==> src/rtl/y2r_pkg.sv <==
`default_nettype none
// ----------------------------------------------------------------------------
// y2r_pkg
// Shared constants and types for the YUYV to RGB565 converter.
// ----------------------------------------------------------------------------
package y2r_pkg;

    localparam int SIDE_W  = 13;
    localparam int TOTAL_W = 25;
    localparam int DONE_W  = 24;
    localparam int IDX_W   = 2;
    localparam int SUM_W   = 27;

    localparam logic [SIDE_W-1:0] MAX_SIDE      = 13'd4096;
    localparam logic [SIDE_W-1:0] WIDTH_RST     = 13'd176;
    localparam logic [SIDE_W-1:0] HEIGHT_RST    = 13'd220;
    localparam logic [TOTAL_W-1:0] TOTAL_RST    = 25'd38720;

    localparam logic [IDX_W-1:0] REG_FRAME_WIDTH  = 2'd0;
    localparam logic [IDX_W-1:0] REG_FRAME_HEIGHT = 2'd1;

    // Q16 coefficients
    localparam logic signed [SUM_W-1:0] COEF_RV = 27'sd91881;
    localparam logic signed [SUM_W-1:0] COEF_GU = 27'sd22554;
    localparam logic signed [SUM_W-1:0] COEF_GV = 27'sd46802;
    localparam logic signed [SUM_W-1:0] COEF_BU = 27'sd116130;

    typedef struct packed {
        logic [7:0] luma_first;
        logic [7:0] chroma_blue;
        logic [7:0] luma_second;
        logic [7:0] chroma_red;
    } t_yuyv;

    typedef struct packed {
        logic second_valid;
        logic frame_end;
    } t_flags;

    typedef struct packed {
        logic signed [SUM_W-1:0] rv;
        logic signed [SUM_W-1:0] guv;
        logic signed [SUM_W-1:0] bu;
    } t_prod;

endpackage
`default_nettype wire

==> src/rtl/y2r_yuyv_if.sv <==
`default_nettype none
// ----------------------------------------------------------------------------
// y2r_yuyv_if
// YUYV macropixel channel: one word is Y0, U, Y1, V.
// ----------------------------------------------------------------------------
interface y2r_yuyv_if;
    logic       valid;
    logic       ready;
    logic [7:0] luma_first;
    logic [7:0] chroma_blue;
    logic [7:0] luma_second;
    logic [7:0] chroma_red;

    modport source (
        output valid, luma_first, chroma_blue, luma_second, chroma_red,
        input  ready
    );
    modport sink (
        input  valid, luma_first, chroma_blue, luma_second, chroma_red,
        output ready
    );
endinterface
`default_nettype wire

==> src/rtl/y2r_rgb_if.sv <==
`default_nettype none
// ----------------------------------------------------------------------------
// y2r_rgb_if
// RGB565 pixel pair channel with frame markers.
// ----------------------------------------------------------------------------
interface y2r_rgb_if;
    logic        valid;
    logic        ready;
    logic [15:0] pixel_first;
    logic [15:0] pixel_second;
    logic        second_valid;
    logic        frame_end;

    modport source (
        output valid, pixel_first, pixel_second, second_valid, frame_end,
        input  ready
    );
    modport sink (
        input  valid, pixel_first, pixel_second, second_valid, frame_end,
        output ready
    );
endinterface
`default_nettype wire

==> src/rtl/y2r_cfg.sv <==
`default_nettype none
// ----------------------------------------------------------------------------
// y2r_cfg
// Frame size registers and the registered pixel count of one frame.
// ----------------------------------------------------------------------------
module y2r_cfg
    import y2r_pkg::*;
(
    input  wire logic               i_clk,
    input  wire logic               i_rst_n,
    input  wire logic               i_cfg_we,
    input  wire logic [IDX_W-1:0]   i_cfg_idx,
    input  wire logic [SIDE_W-1:0]  i_cfg_data,
    output logic      [TOTAL_W-1:0] o_pix_total
);

    logic [SIDE_W-1:0]  r_width,  n_width;
    logic [SIDE_W-1:0]  r_height, n_height;
    logic [TOTAL_W-1:0] r_total,  n_total;

    function automatic logic [SIDE_W-1:0] side_eff(input logic [SIDE_W-1:0] s);
        logic [SIDE_W-1:0] e;
        if (s == '0) begin
            e = SIDE_W'(1);
        end else if (s > MAX_SIDE) begin
            e = MAX_SIDE;
        end else begin
            e = s;
        end
        return e;
    endfunction

    always_comb begin
        n_width  = r_width;
        n_height = r_height;
        if (i_cfg_we && i_cfg_idx == REG_FRAME_WIDTH) begin
            n_width = i_cfg_data;
        end
        if (i_cfg_we && i_cfg_idx == REG_FRAME_HEIGHT) begin
            n_height = i_cfg_data;
        end
        // 4096 x 4096 needs the full 25 bits
        n_total = TOTAL_W'(side_eff(n_width)) * TOTAL_W'(side_eff(n_height));
    end

    always_ff @(posedge i_clk) begin
        if (!i_rst_n) begin
            r_width  <= WIDTH_RST;
            r_height <= HEIGHT_RST;
            r_total  <= TOTAL_RST;
        end else begin
            r_width  <= n_width;
            r_height <= n_height;
            r_total  <= n_total;
        end
    end

    assign o_pix_total = r_total;

endmodule
`default_nettype wire

==> src/rtl/y2r_frame_cnt.sv <==
`default_nettype none
// ----------------------------------------------------------------------------
// y2r_frame_cnt
// Input register and frame pixel counter; decides second_valid / frame_end.
// ----------------------------------------------------------------------------
module y2r_frame_cnt
    import y2r_pkg::*;
(
    input  wire logic               i_clk,
    input  wire logic               i_rst_n,
    input  wire logic [TOTAL_W-1:0] i_pix_total,
    input  wire logic               i_valid,
    output logic                    o_ready,
    input  wire t_yuyv              i_word,
    output logic                    o_valid,
    input  wire logic               i_ready,
    output t_yuyv                   o_word,
    output t_flags                  o_flags
);

    logic               r_valid;
    t_yuyv              r_word;
    t_flags             r_flags, n_flags;
    logic [DONE_W-1:0]  r_done,  n_done;
    logic [TOTAL_W-1:0] done_p1;
    logic [TOTAL_W-1:0] done_p2;
    logic               accept;

    assign o_ready = !r_valid || i_ready;
    assign accept  = i_valid && o_ready;

    always_comb begin
        done_p1 = {1'b0, r_done} + TOTAL_W'(1);
        done_p2 = {1'b0, r_done} + TOTAL_W'(2);
        if (done_p1 >= i_pix_total) begin
            n_flags.second_valid = 1'b0;
            n_flags.frame_end    = 1'b1;
        end else begin
            n_flags.second_valid = 1'b1;
            n_flags.frame_end    = (done_p2 >= i_pix_total);
        end
        n_done = n_flags.frame_end ? '0 : done_p2[DONE_W-1:0];
    end

    always_ff @(posedge i_clk) begin
        if (!i_rst_n) begin
            r_valid <= 1'b0;
            r_done  <= '0;
        end else begin
            if (o_ready) begin
                r_valid <= i_valid;
            end
            if (accept) begin
                r_done <= n_done;
            end
        end
    end

    always_ff @(posedge i_clk) begin
        if (accept) begin
            r_word  <= i_word;
            r_flags <= n_flags;
        end
    end

    assign o_valid = r_valid;
    assign o_word  = r_word;
    assign o_flags = r_flags;

endmodule
`default_nettype wire

==> src/rtl/y2r_chroma_mul.sv <==
`default_nettype none
// ----------------------------------------------------------------------------
// y2r_chroma_mul
// Chroma products shared by both pixels of a macropixel, registered.
// ----------------------------------------------------------------------------
module y2r_chroma_mul
    import y2r_pkg::*;
(
    input  wire logic   i_clk,
    input  wire logic   i_rst_n,
    input  wire logic   i_valid,
    output logic        o_ready,
    input  wire t_yuyv  i_word,
    input  wire t_flags i_flags,
    output logic        o_valid,
    input  wire logic   i_ready,
    output logic [7:0]  o_luma_first,
    output logic [7:0]  o_luma_second,
    output t_prod       o_prod,
    output t_flags      o_flags
);

    logic                    r_valid;
    logic [7:0]              r_y0;
    logic [7:0]              r_y1;
    t_prod                   r_prod, n_prod;
    t_flags                  r_flags;
    logic signed [SUM_W-1:0] u_s;
    logic signed [SUM_W-1:0] v_s;
    logic                    accept;

    assign o_ready = !r_valid || i_ready;
    assign accept  = i_valid && o_ready;

    always_comb begin
        // offset binary to two's complement: flip the top bit
        u_s = SUM_W'($signed({~i_word.chroma_blue[7], i_word.chroma_blue[6:0]}));
        v_s = SUM_W'($signed({~i_word.chroma_red[7], i_word.chroma_red[6:0]}));
        n_prod.rv  = COEF_RV * v_s;
        n_prod.guv = COEF_GU * u_s + COEF_GV * v_s;
        n_prod.bu  = COEF_BU * u_s;
    end

    always_ff @(posedge i_clk) begin
        if (!i_rst_n) begin
            r_valid <= 1'b0;
        end else if (o_ready) begin
            r_valid <= i_valid;
        end
    end

    always_ff @(posedge i_clk) begin
        if (accept) begin
            r_y0    <= i_word.luma_first;
            r_y1    <= i_word.luma_second;
            r_prod  <= n_prod;
            r_flags <= i_flags;
        end
    end

    assign o_valid       = r_valid;
    assign o_luma_first  = r_y0;
    assign o_luma_second = r_y1;
    assign o_prod        = r_prod;
    assign o_flags       = r_flags;

endmodule
`default_nettype wire

==> src/rtl/y2r_pack.sv <==
`default_nettype none
// ----------------------------------------------------------------------------
// y2r_pack
// Luma add, clamp to 0..255, 5-6-5 packing and the result register.
// ----------------------------------------------------------------------------
module y2r_pack
    import y2r_pkg::*;
(
    input  wire logic        i_clk,
    input  wire logic        i_rst_n,
    input  wire logic        i_valid,
    output logic             o_ready,
    input  wire logic [7:0]  i_luma_first,
    input  wire logic [7:0]  i_luma_second,
    input  wire t_prod       i_prod,
    input  wire t_flags      i_flags,
    output logic             o_valid,
    input  wire logic        i_ready,
    output logic [15:0]      o_pixel_first,
    output logic [15:0]      o_pixel_second,
    output t_flags           o_flags
);

    logic        r_valid;
    logic [15:0] r_pix0, n_pix0;
    logic [15:0] r_pix1, n_pix1;
    t_flags      r_flags;
    logic        accept;

    function automatic logic [7:0] chan(input logic signed [SUM_W-1:0] q);
        logic [7:0] c;
        if (q[SUM_W-1]) begin
            c = 8'd0;
        end else if (|q[SUM_W-2:24]) begin
            c = 8'd255;
        end else begin
            c = q[23:16];
        end
        return c;
    endfunction

    function automatic logic [15:0] to565(input logic [7:0] y, input t_prod p);
        logic signed [SUM_W-1:0] ys;
        logic [7:0]              r;
        logic [7:0]              g;
        logic [7:0]              b;
        ys = $signed({3'b000, y, 16'h0000});
        r  = chan(ys + p.rv);
        g  = chan(ys - p.guv);
        b  = chan(ys + p.bu);
        return {r[7:3], g[7:2], b[7:3]};
    endfunction

    assign o_ready = !r_valid || i_ready;
    assign accept  = i_valid && o_ready;

    always_comb begin
        n_pix0 = to565(i_luma_first, i_prod);
        n_pix1 = i_flags.second_valid ? to565(i_luma_second, i_prod) : 16'h0000;
    end

    always_ff @(posedge i_clk) begin
        if (!i_rst_n) begin
            r_valid <= 1'b0;
        end else if (o_ready) begin
            r_valid <= i_valid;
        end
    end

    always_ff @(posedge i_clk) begin
        if (accept) begin
            r_pix0  <= n_pix0;
            r_pix1  <= n_pix1;
            r_flags <= i_flags;
        end
    end

    assign o_valid        = r_valid;
    assign o_pixel_first  = r_pix0;
    assign o_pixel_second = r_pix1;
    assign o_flags        = r_flags;

endmodule
`default_nettype wire

==> src/rtl/yuyv_to_rgb565_converter.sv <==
`default_nettype none
// ----------------------------------------------------------------------------
// yuyv_to_rgb565_converter
// YUYV macropixel to two RGB565 pixels (BT.601, Q16), with frame end marking.
// ----------------------------------------------------------------------------
//   channel   dir  word
//   i_yuyv    in   luma_first, chroma_blue, luma_second, chroma_red
//   o_rgb     out  pixel_first, pixel_second, second_valid, frame_end
//   i_cfg_*   in   register write: 0 frame_width, 1 frame_height
//
// One word per cycle sustained while o_rgb.ready is high; a taken word is
// registered in the counter, chroma multiply and clamp/pack stages in turn.
// Each stage holds its word while the next one stalls; o_rgb.ready low
// backs up through all three stages to i_yuyv.ready.
// Reset clears the pixel counter and loads width 176, height 220.
// ----------------------------------------------------------------------------
module yuyv_to_rgb565_converter
    import y2r_pkg::*;
(
    input  wire logic              i_clk,
    input  wire logic              i_rst_n,
    input  wire logic              i_cfg_we,
    input  wire logic [IDX_W-1:0]  i_cfg_idx,
    input  wire logic [SIDE_W-1:0] i_cfg_data,
    y2r_yuyv_if.sink               i_yuyv,
    y2r_rgb_if.source              o_rgb
);

    logic [TOTAL_W-1:0] pix_total;
    t_yuyv              in_word;
    t_yuyv              s1_word;
    t_flags             s1_flags;
    logic               s1_valid;
    logic               s1_ready;
    logic               s2_valid;
    logic               s2_ready;
    logic [7:0]         s2_y0;
    logic [7:0]         s2_y1;
    t_prod              s2_prod;
    t_flags             s2_flags;
    t_flags             out_flags;

    assign in_word.luma_first  = i_yuyv.luma_first;
    assign in_word.chroma_blue = i_yuyv.chroma_blue;
    assign in_word.luma_second = i_yuyv.luma_second;
    assign in_word.chroma_red  = i_yuyv.chroma_red;

    y2r_cfg u_cfg (
        .i_clk       (i_clk),
        .i_rst_n     (i_rst_n),
        .i_cfg_we    (i_cfg_we),
        .i_cfg_idx   (i_cfg_idx),
        .i_cfg_data  (i_cfg_data),
        .o_pix_total (pix_total)
    );

    y2r_frame_cnt u_frame_cnt (
        .i_clk       (i_clk),
        .i_rst_n     (i_rst_n),
        .i_pix_total (pix_total),
        .i_valid     (i_yuyv.valid),
        .o_ready     (i_yuyv.ready),
        .i_word      (in_word),
        .o_valid     (s1_valid),
        .i_ready     (s1_ready),
        .o_word      (s1_word),
        .o_flags     (s1_flags)
    );

    y2r_chroma_mul u_chroma_mul (
        .i_clk         (i_clk),
        .i_rst_n       (i_rst_n),
        .i_valid       (s1_valid),
        .o_ready       (s1_ready),
        .i_word        (s1_word),
        .i_flags       (s1_flags),
        .o_valid       (s2_valid),
        .i_ready       (s2_ready),
        .o_luma_first  (s2_y0),
        .o_luma_second (s2_y1),
        .o_prod        (s2_prod),
        .o_flags       (s2_flags)
    );

    y2r_pack u_pack (
        .i_clk          (i_clk),
        .i_rst_n        (i_rst_n),
        .i_valid        (s2_valid),
        .o_ready        (s2_ready),
        .i_luma_first   (s2_y0),
        .i_luma_second  (s2_y1),
        .i_prod         (s2_prod),
        .i_flags        (s2_flags),
        .o_valid        (o_rgb.valid),
        .i_ready        (o_rgb.ready),
        .o_pixel_first  (o_rgb.pixel_first),
        .o_pixel_second (o_rgb.pixel_second),
        .o_flags        (out_flags)
    );

    assign o_rgb.second_valid = out_flags.second_valid;
    assign o_rgb.frame_end    = out_flags.frame_end;

endmodule
`default_nettype wire
==> src/flat_wrapper.sv <==
// flat-port wrapper written by rule: the top's interface ports become plain ports
module yuyv_to_rgb565_converter_flat import y2r_pkg::*;
  (i_clk, i_rst_n, i_cfg_we, i_cfg_idx, i_cfg_data, i_yuyv_valid, i_yuyv_luma_first, i_yuyv_chroma_blue, i_yuyv_luma_second, i_yuyv_chroma_red, i_yuyv_ready, o_rgb_valid, o_rgb_pixel_first, o_rgb_pixel_second, o_rgb_second_valid, o_rgb_frame_end, o_rgb_ready);
  y2r_yuyv_if i_yuyv_i ();
  y2r_rgb_if o_rgb_i ();
  input  wire logic i_clk;
  input  wire logic i_rst_n;
  input  wire logic i_cfg_we;
  input  wire logic [IDX_W-1:0] i_cfg_idx;
  input  wire logic [SIDE_W-1:0] i_cfg_data;
  input wire logic [$bits(i_yuyv_i.valid)-1:0] i_yuyv_valid;
  input wire logic [$bits(i_yuyv_i.luma_first)-1:0] i_yuyv_luma_first;
  input wire logic [$bits(i_yuyv_i.chroma_blue)-1:0] i_yuyv_chroma_blue;
  input wire logic [$bits(i_yuyv_i.luma_second)-1:0] i_yuyv_luma_second;
  input wire logic [$bits(i_yuyv_i.chroma_red)-1:0] i_yuyv_chroma_red;
  output wire logic [$bits(i_yuyv_i.ready)-1:0] i_yuyv_ready;
  output wire logic [$bits(o_rgb_i.valid)-1:0] o_rgb_valid;
  output wire logic [$bits(o_rgb_i.pixel_first)-1:0] o_rgb_pixel_first;
  output wire logic [$bits(o_rgb_i.pixel_second)-1:0] o_rgb_pixel_second;
  output wire logic [$bits(o_rgb_i.second_valid)-1:0] o_rgb_second_valid;
  output wire logic [$bits(o_rgb_i.frame_end)-1:0] o_rgb_frame_end;
  input wire logic [$bits(o_rgb_i.ready)-1:0] o_rgb_ready;
  assign i_yuyv_i.valid = i_yuyv_valid;
  assign i_yuyv_i.luma_first = i_yuyv_luma_first;
  assign i_yuyv_i.chroma_blue = i_yuyv_chroma_blue;
  assign i_yuyv_i.luma_second = i_yuyv_luma_second;
  assign i_yuyv_i.chroma_red = i_yuyv_chroma_red;
  assign i_yuyv_ready = i_yuyv_i.ready;
  assign o_rgb_valid = o_rgb_i.valid;
  assign o_rgb_pixel_first = o_rgb_i.pixel_first;
  assign o_rgb_pixel_second = o_rgb_i.pixel_second;
  assign o_rgb_second_valid = o_rgb_i.second_valid;
  assign o_rgb_frame_end = o_rgb_i.frame_end;
  assign o_rgb_i.ready = o_rgb_ready;
  yuyv_to_rgb565_converter u_core (.i_clk(i_clk), .i_rst_n(i_rst_n), .i_cfg_we(i_cfg_we), .i_cfg_idx(i_cfg_idx), .i_cfg_data(i_cfg_data), .i_yuyv(i_yuyv_i), .o_rgb(o_rgb_i));
endmodule
==> config.mk <==
export PLATFORM = sky130hd
export DESIGN_NAME = yuyv_to_rgb565_converter_flat
export DESIGN_NICKNAME = d
export VERILOG_FILES = /design/src/rtl/y2r_pkg.sv /design/src/rtl/y2r_yuyv_if.sv /design/src/rtl/y2r_rgb_if.sv /design/src/rtl/y2r_cfg.sv /design/src/rtl/y2r_frame_cnt.sv /design/src/rtl/y2r_chroma_mul.sv /design/src/rtl/y2r_pack.sv /design/src/rtl/yuyv_to_rgb565_converter.sv /design/src/flat_wrapper.sv
export SDC_FILE = /design/constraint.sdc
export NUM_CORES = 1
export LEC_CHECK = 0
export BUFFER_PORTS_ARGS = -buffer_cell sky130_fd_sc_hd__buf_2
export CORE_ASPECT_RATIO = 1.2
export CORE_UTILIZATION = 55
export CTS_CLUSTER_DIAMETER = 200
export DETAILED_ROUTE_END_ITERATION = 10
export PLACE_DENSITY = 0.72
export SLEW_MARGIN = 15
export SYNTH_ARGS = -nofsm -noshare
export SYNTH_HDL_FRONTEND = slang
export SYNTH_HIERARCHICAL = 1
export SYNTH_SLANG_ARGS = --single-unit
==> constraint.sdc <==
create_clock -name i_clk -period 8.7 [get_ports i_clk]
set_clock_uncertainty 0.05 [all_clocks]
set_input_delay 0.87 -clock i_clk [delete_from_list [all_inputs] [get_ports i_clk]]
set_output_delay 0.87 -clock i_clk [all_outputs]
set_load 0.02 [all_outputs]
==> run summary <==
status: complete, no violations
Slew @ Worst Pin: 1100 ps
max incr delay on CP: 770 ps
Syn Nets: 3,281
DRC errors left: 0
worst skew pair latency: 550 ps
worst-path cell chain: buf_2 -> nor3b_2 -> buf_4 -> mux2i_1 -> o311ai_2 -> buf_4 -> inv_1 -> nand2_1 -> fa_1 -> fa_1 -> inv_1 -> fa_1 -> fa_1 -> inv_1 -> fa_1 -> inv_1 -> ha_1 -> a21oi_1 -> nand2_1 -> o41a_4 -> a31oi_4 -> o21ai_2 -> xnor2_1 -> and2_1
pins over their slew limit: 0
worst-path maximum fanout: 16
Die Y: 233 um
share of the clock period used by the worst path: 0.808
vias post-DR: 18,300
RSZ-0062 raised after global routing: false
total negative setup slack: 0 ps
yosys synthesis warning count: 6
hold buffer count at CTS: 0
CP startpoint kind: input pin
CTS tree: built
DRT iter0 DRCs: 751
CTS root buf: clkbuf_16
commonest non-fill, non-tap cell in the layout: inv_1
fraction of layout cells with a size suffix above 1: 0.0761
synthesized area per cell: 9.30 um^2
Setup crit end kind: flop
Routed WL: 59,100 um
worst endpoint required time: 9090 ps
crit-path leading delay family: adder cells
# rows: 84
CP Buf/Inv Count: 7
DP HPWL: 48,300 um
Leakage: 12.9 nW
Peak Freq: 142 MHz
gr usage total: 0.269
synth-to-layout area growth: 7.08%
Top cell by count, worst path: fa_1
clock buffer depth: 3
Top-Level Pins: 88
H-tree depth: 1
worst setup path category: in2reg
first-pass GRT wire length: 96,700 um
fillers: 3,809
slowest CP cell: mux2i_1
Core Area: 43,800 um^2
I/O Buffers: 87
final hold violations: 0
# diodes: 0
Routability Congestion: 0.911
Hold WC Path Type: reg2reg
global route total overflow: 0
wire per inst: 18.1 um
total power: 7.25 mW
# setup viols final: 0
crit path DAT: 7420 ps
synthesized area: 24,500 um^2
PD cells: 277 nW/um^2
post_cts resized: 0
die area: 45,400 um^2
initial antenna violation count: 0
Worst-path clk slew: 60 ps
synthesized netlist cell count: 2,634
Max Cap Viol: 0
crit path time final: 7030 ps
number of setup buffers added after CTS: 0
vias in the first global route: 19,500
fin util: 0.598
normalized max-slew margin: 0.268
nets: 3,335
pin count of the biggest net entering global routing: 67
Initial Utilization: 0.559
Die X: 195 um
worst vdd ir: 0.000243 V
vias per cell: 5.61
drt first pass iters: 7
post-route ant nets: 0
commonest non-fill, non-tap cells in the layout: 468 x inv_1, 378 x ha_1, 217 x fa_1, 201 x nand2_1, 186 x nor2_1
clock sinks: 208
CTS Buf Count: 26
-- power by group --
group	switching, mW	internal (mW)
registers	0.0736	1.34
logic	2.76	2.00
clock network	0.429	0.647
-- path summary, 6_finish.rpt --
path / start / slack (ps) / end / cells after the start
setup / recovery: i_cfg_idx[0] / 1670 / u_core/u_cfg/o_pix_total[24] / 24
hold / removal: u_core/u_frame_cnt/o_flags[0] / 370 / u_core/u_chroma_mul/o_flags[0] / 0
setup reg to reg: u_core/u_frame_cnt/o_word[5] / 2190 / u_core/u_chroma_mul/o_prod[50] / 22
hold reg to reg: u_core/u_frame_cnt/o_flags[0] / 370 / u_core/u_chroma_mul/o_flags[0] / 0
-- worst reg2reg max path, delay by kind of cell, from the launching register on --
family	cells	cell delay [ps]
AO/OA/AOI/OAI	7	1460
XOR/XNOR	2	190
adder cells (fa/ha/maj)	6	2770
buffers and inverters	3	380
flip-flops	1	590
AND/OR/NAND/NOR	4	820
-- metal layers --
layer / share of wire / global-route usage
met3: 0.029 / 0.0232
met1: 0.37 / 0.274
met2: 0.54 / 0.537
met5: 0 / 0
met4: 0.056 / 0.144
-- final cells by class --
cell class,instances,area [um^2],area share
timing repair buffer,97,510,0.0195
multi-input combinational,1885,16900,0.645
inverter,470,1760,0.0673
sequential,208,5480,0.209
clock inverter,11,92.6,0.00353
tap,559,699,0.0267
clock buffer,37,768,0.0293
-- state kept, by name, indices dropped and copies added, names as in the netlist --
signal                             flops
u_core/u_chroma_mul/o_luma_first       8
u_core/u_pack/o_flags                  2
u_core/u_chroma_mul/o_valid            1
u_core/u_frame_cnt/r_done             23
u_core/u_chroma_mul/o_luma_second      8
u_core/u_frame_cnt/o_word             32
u_core/u_chroma_mul/o_prod            45
u_core/u_pack/o_valid                  1
u_core/u_cfg/r_height                 13
u_core/u_chroma_mul/o_flags            2
u_core/u_pack/o_pixel_second          16
u_core/u_frame_cnt/o_flags             2
u_core/u_pack/o_pixel_first           16
u_core/u_frame_cnt/o_valid             1
u_core/u_cfg/r_width                  13
u_core/u_cfg/o_pix_total              25
-- stage by stage --
step	cell area [um^2]	std cells	setup WS [ps]	hold WS, ps
floorplan	24500	2634	2100	350
global placement	25400	3219	1190	350
finish	26200	3267	1670	369
global route	26200	3267	1240	373
CTS	26200	3267	1720	369
detailed placement	25400	3219	1140	355
Power figures use the tool's default switching activity.
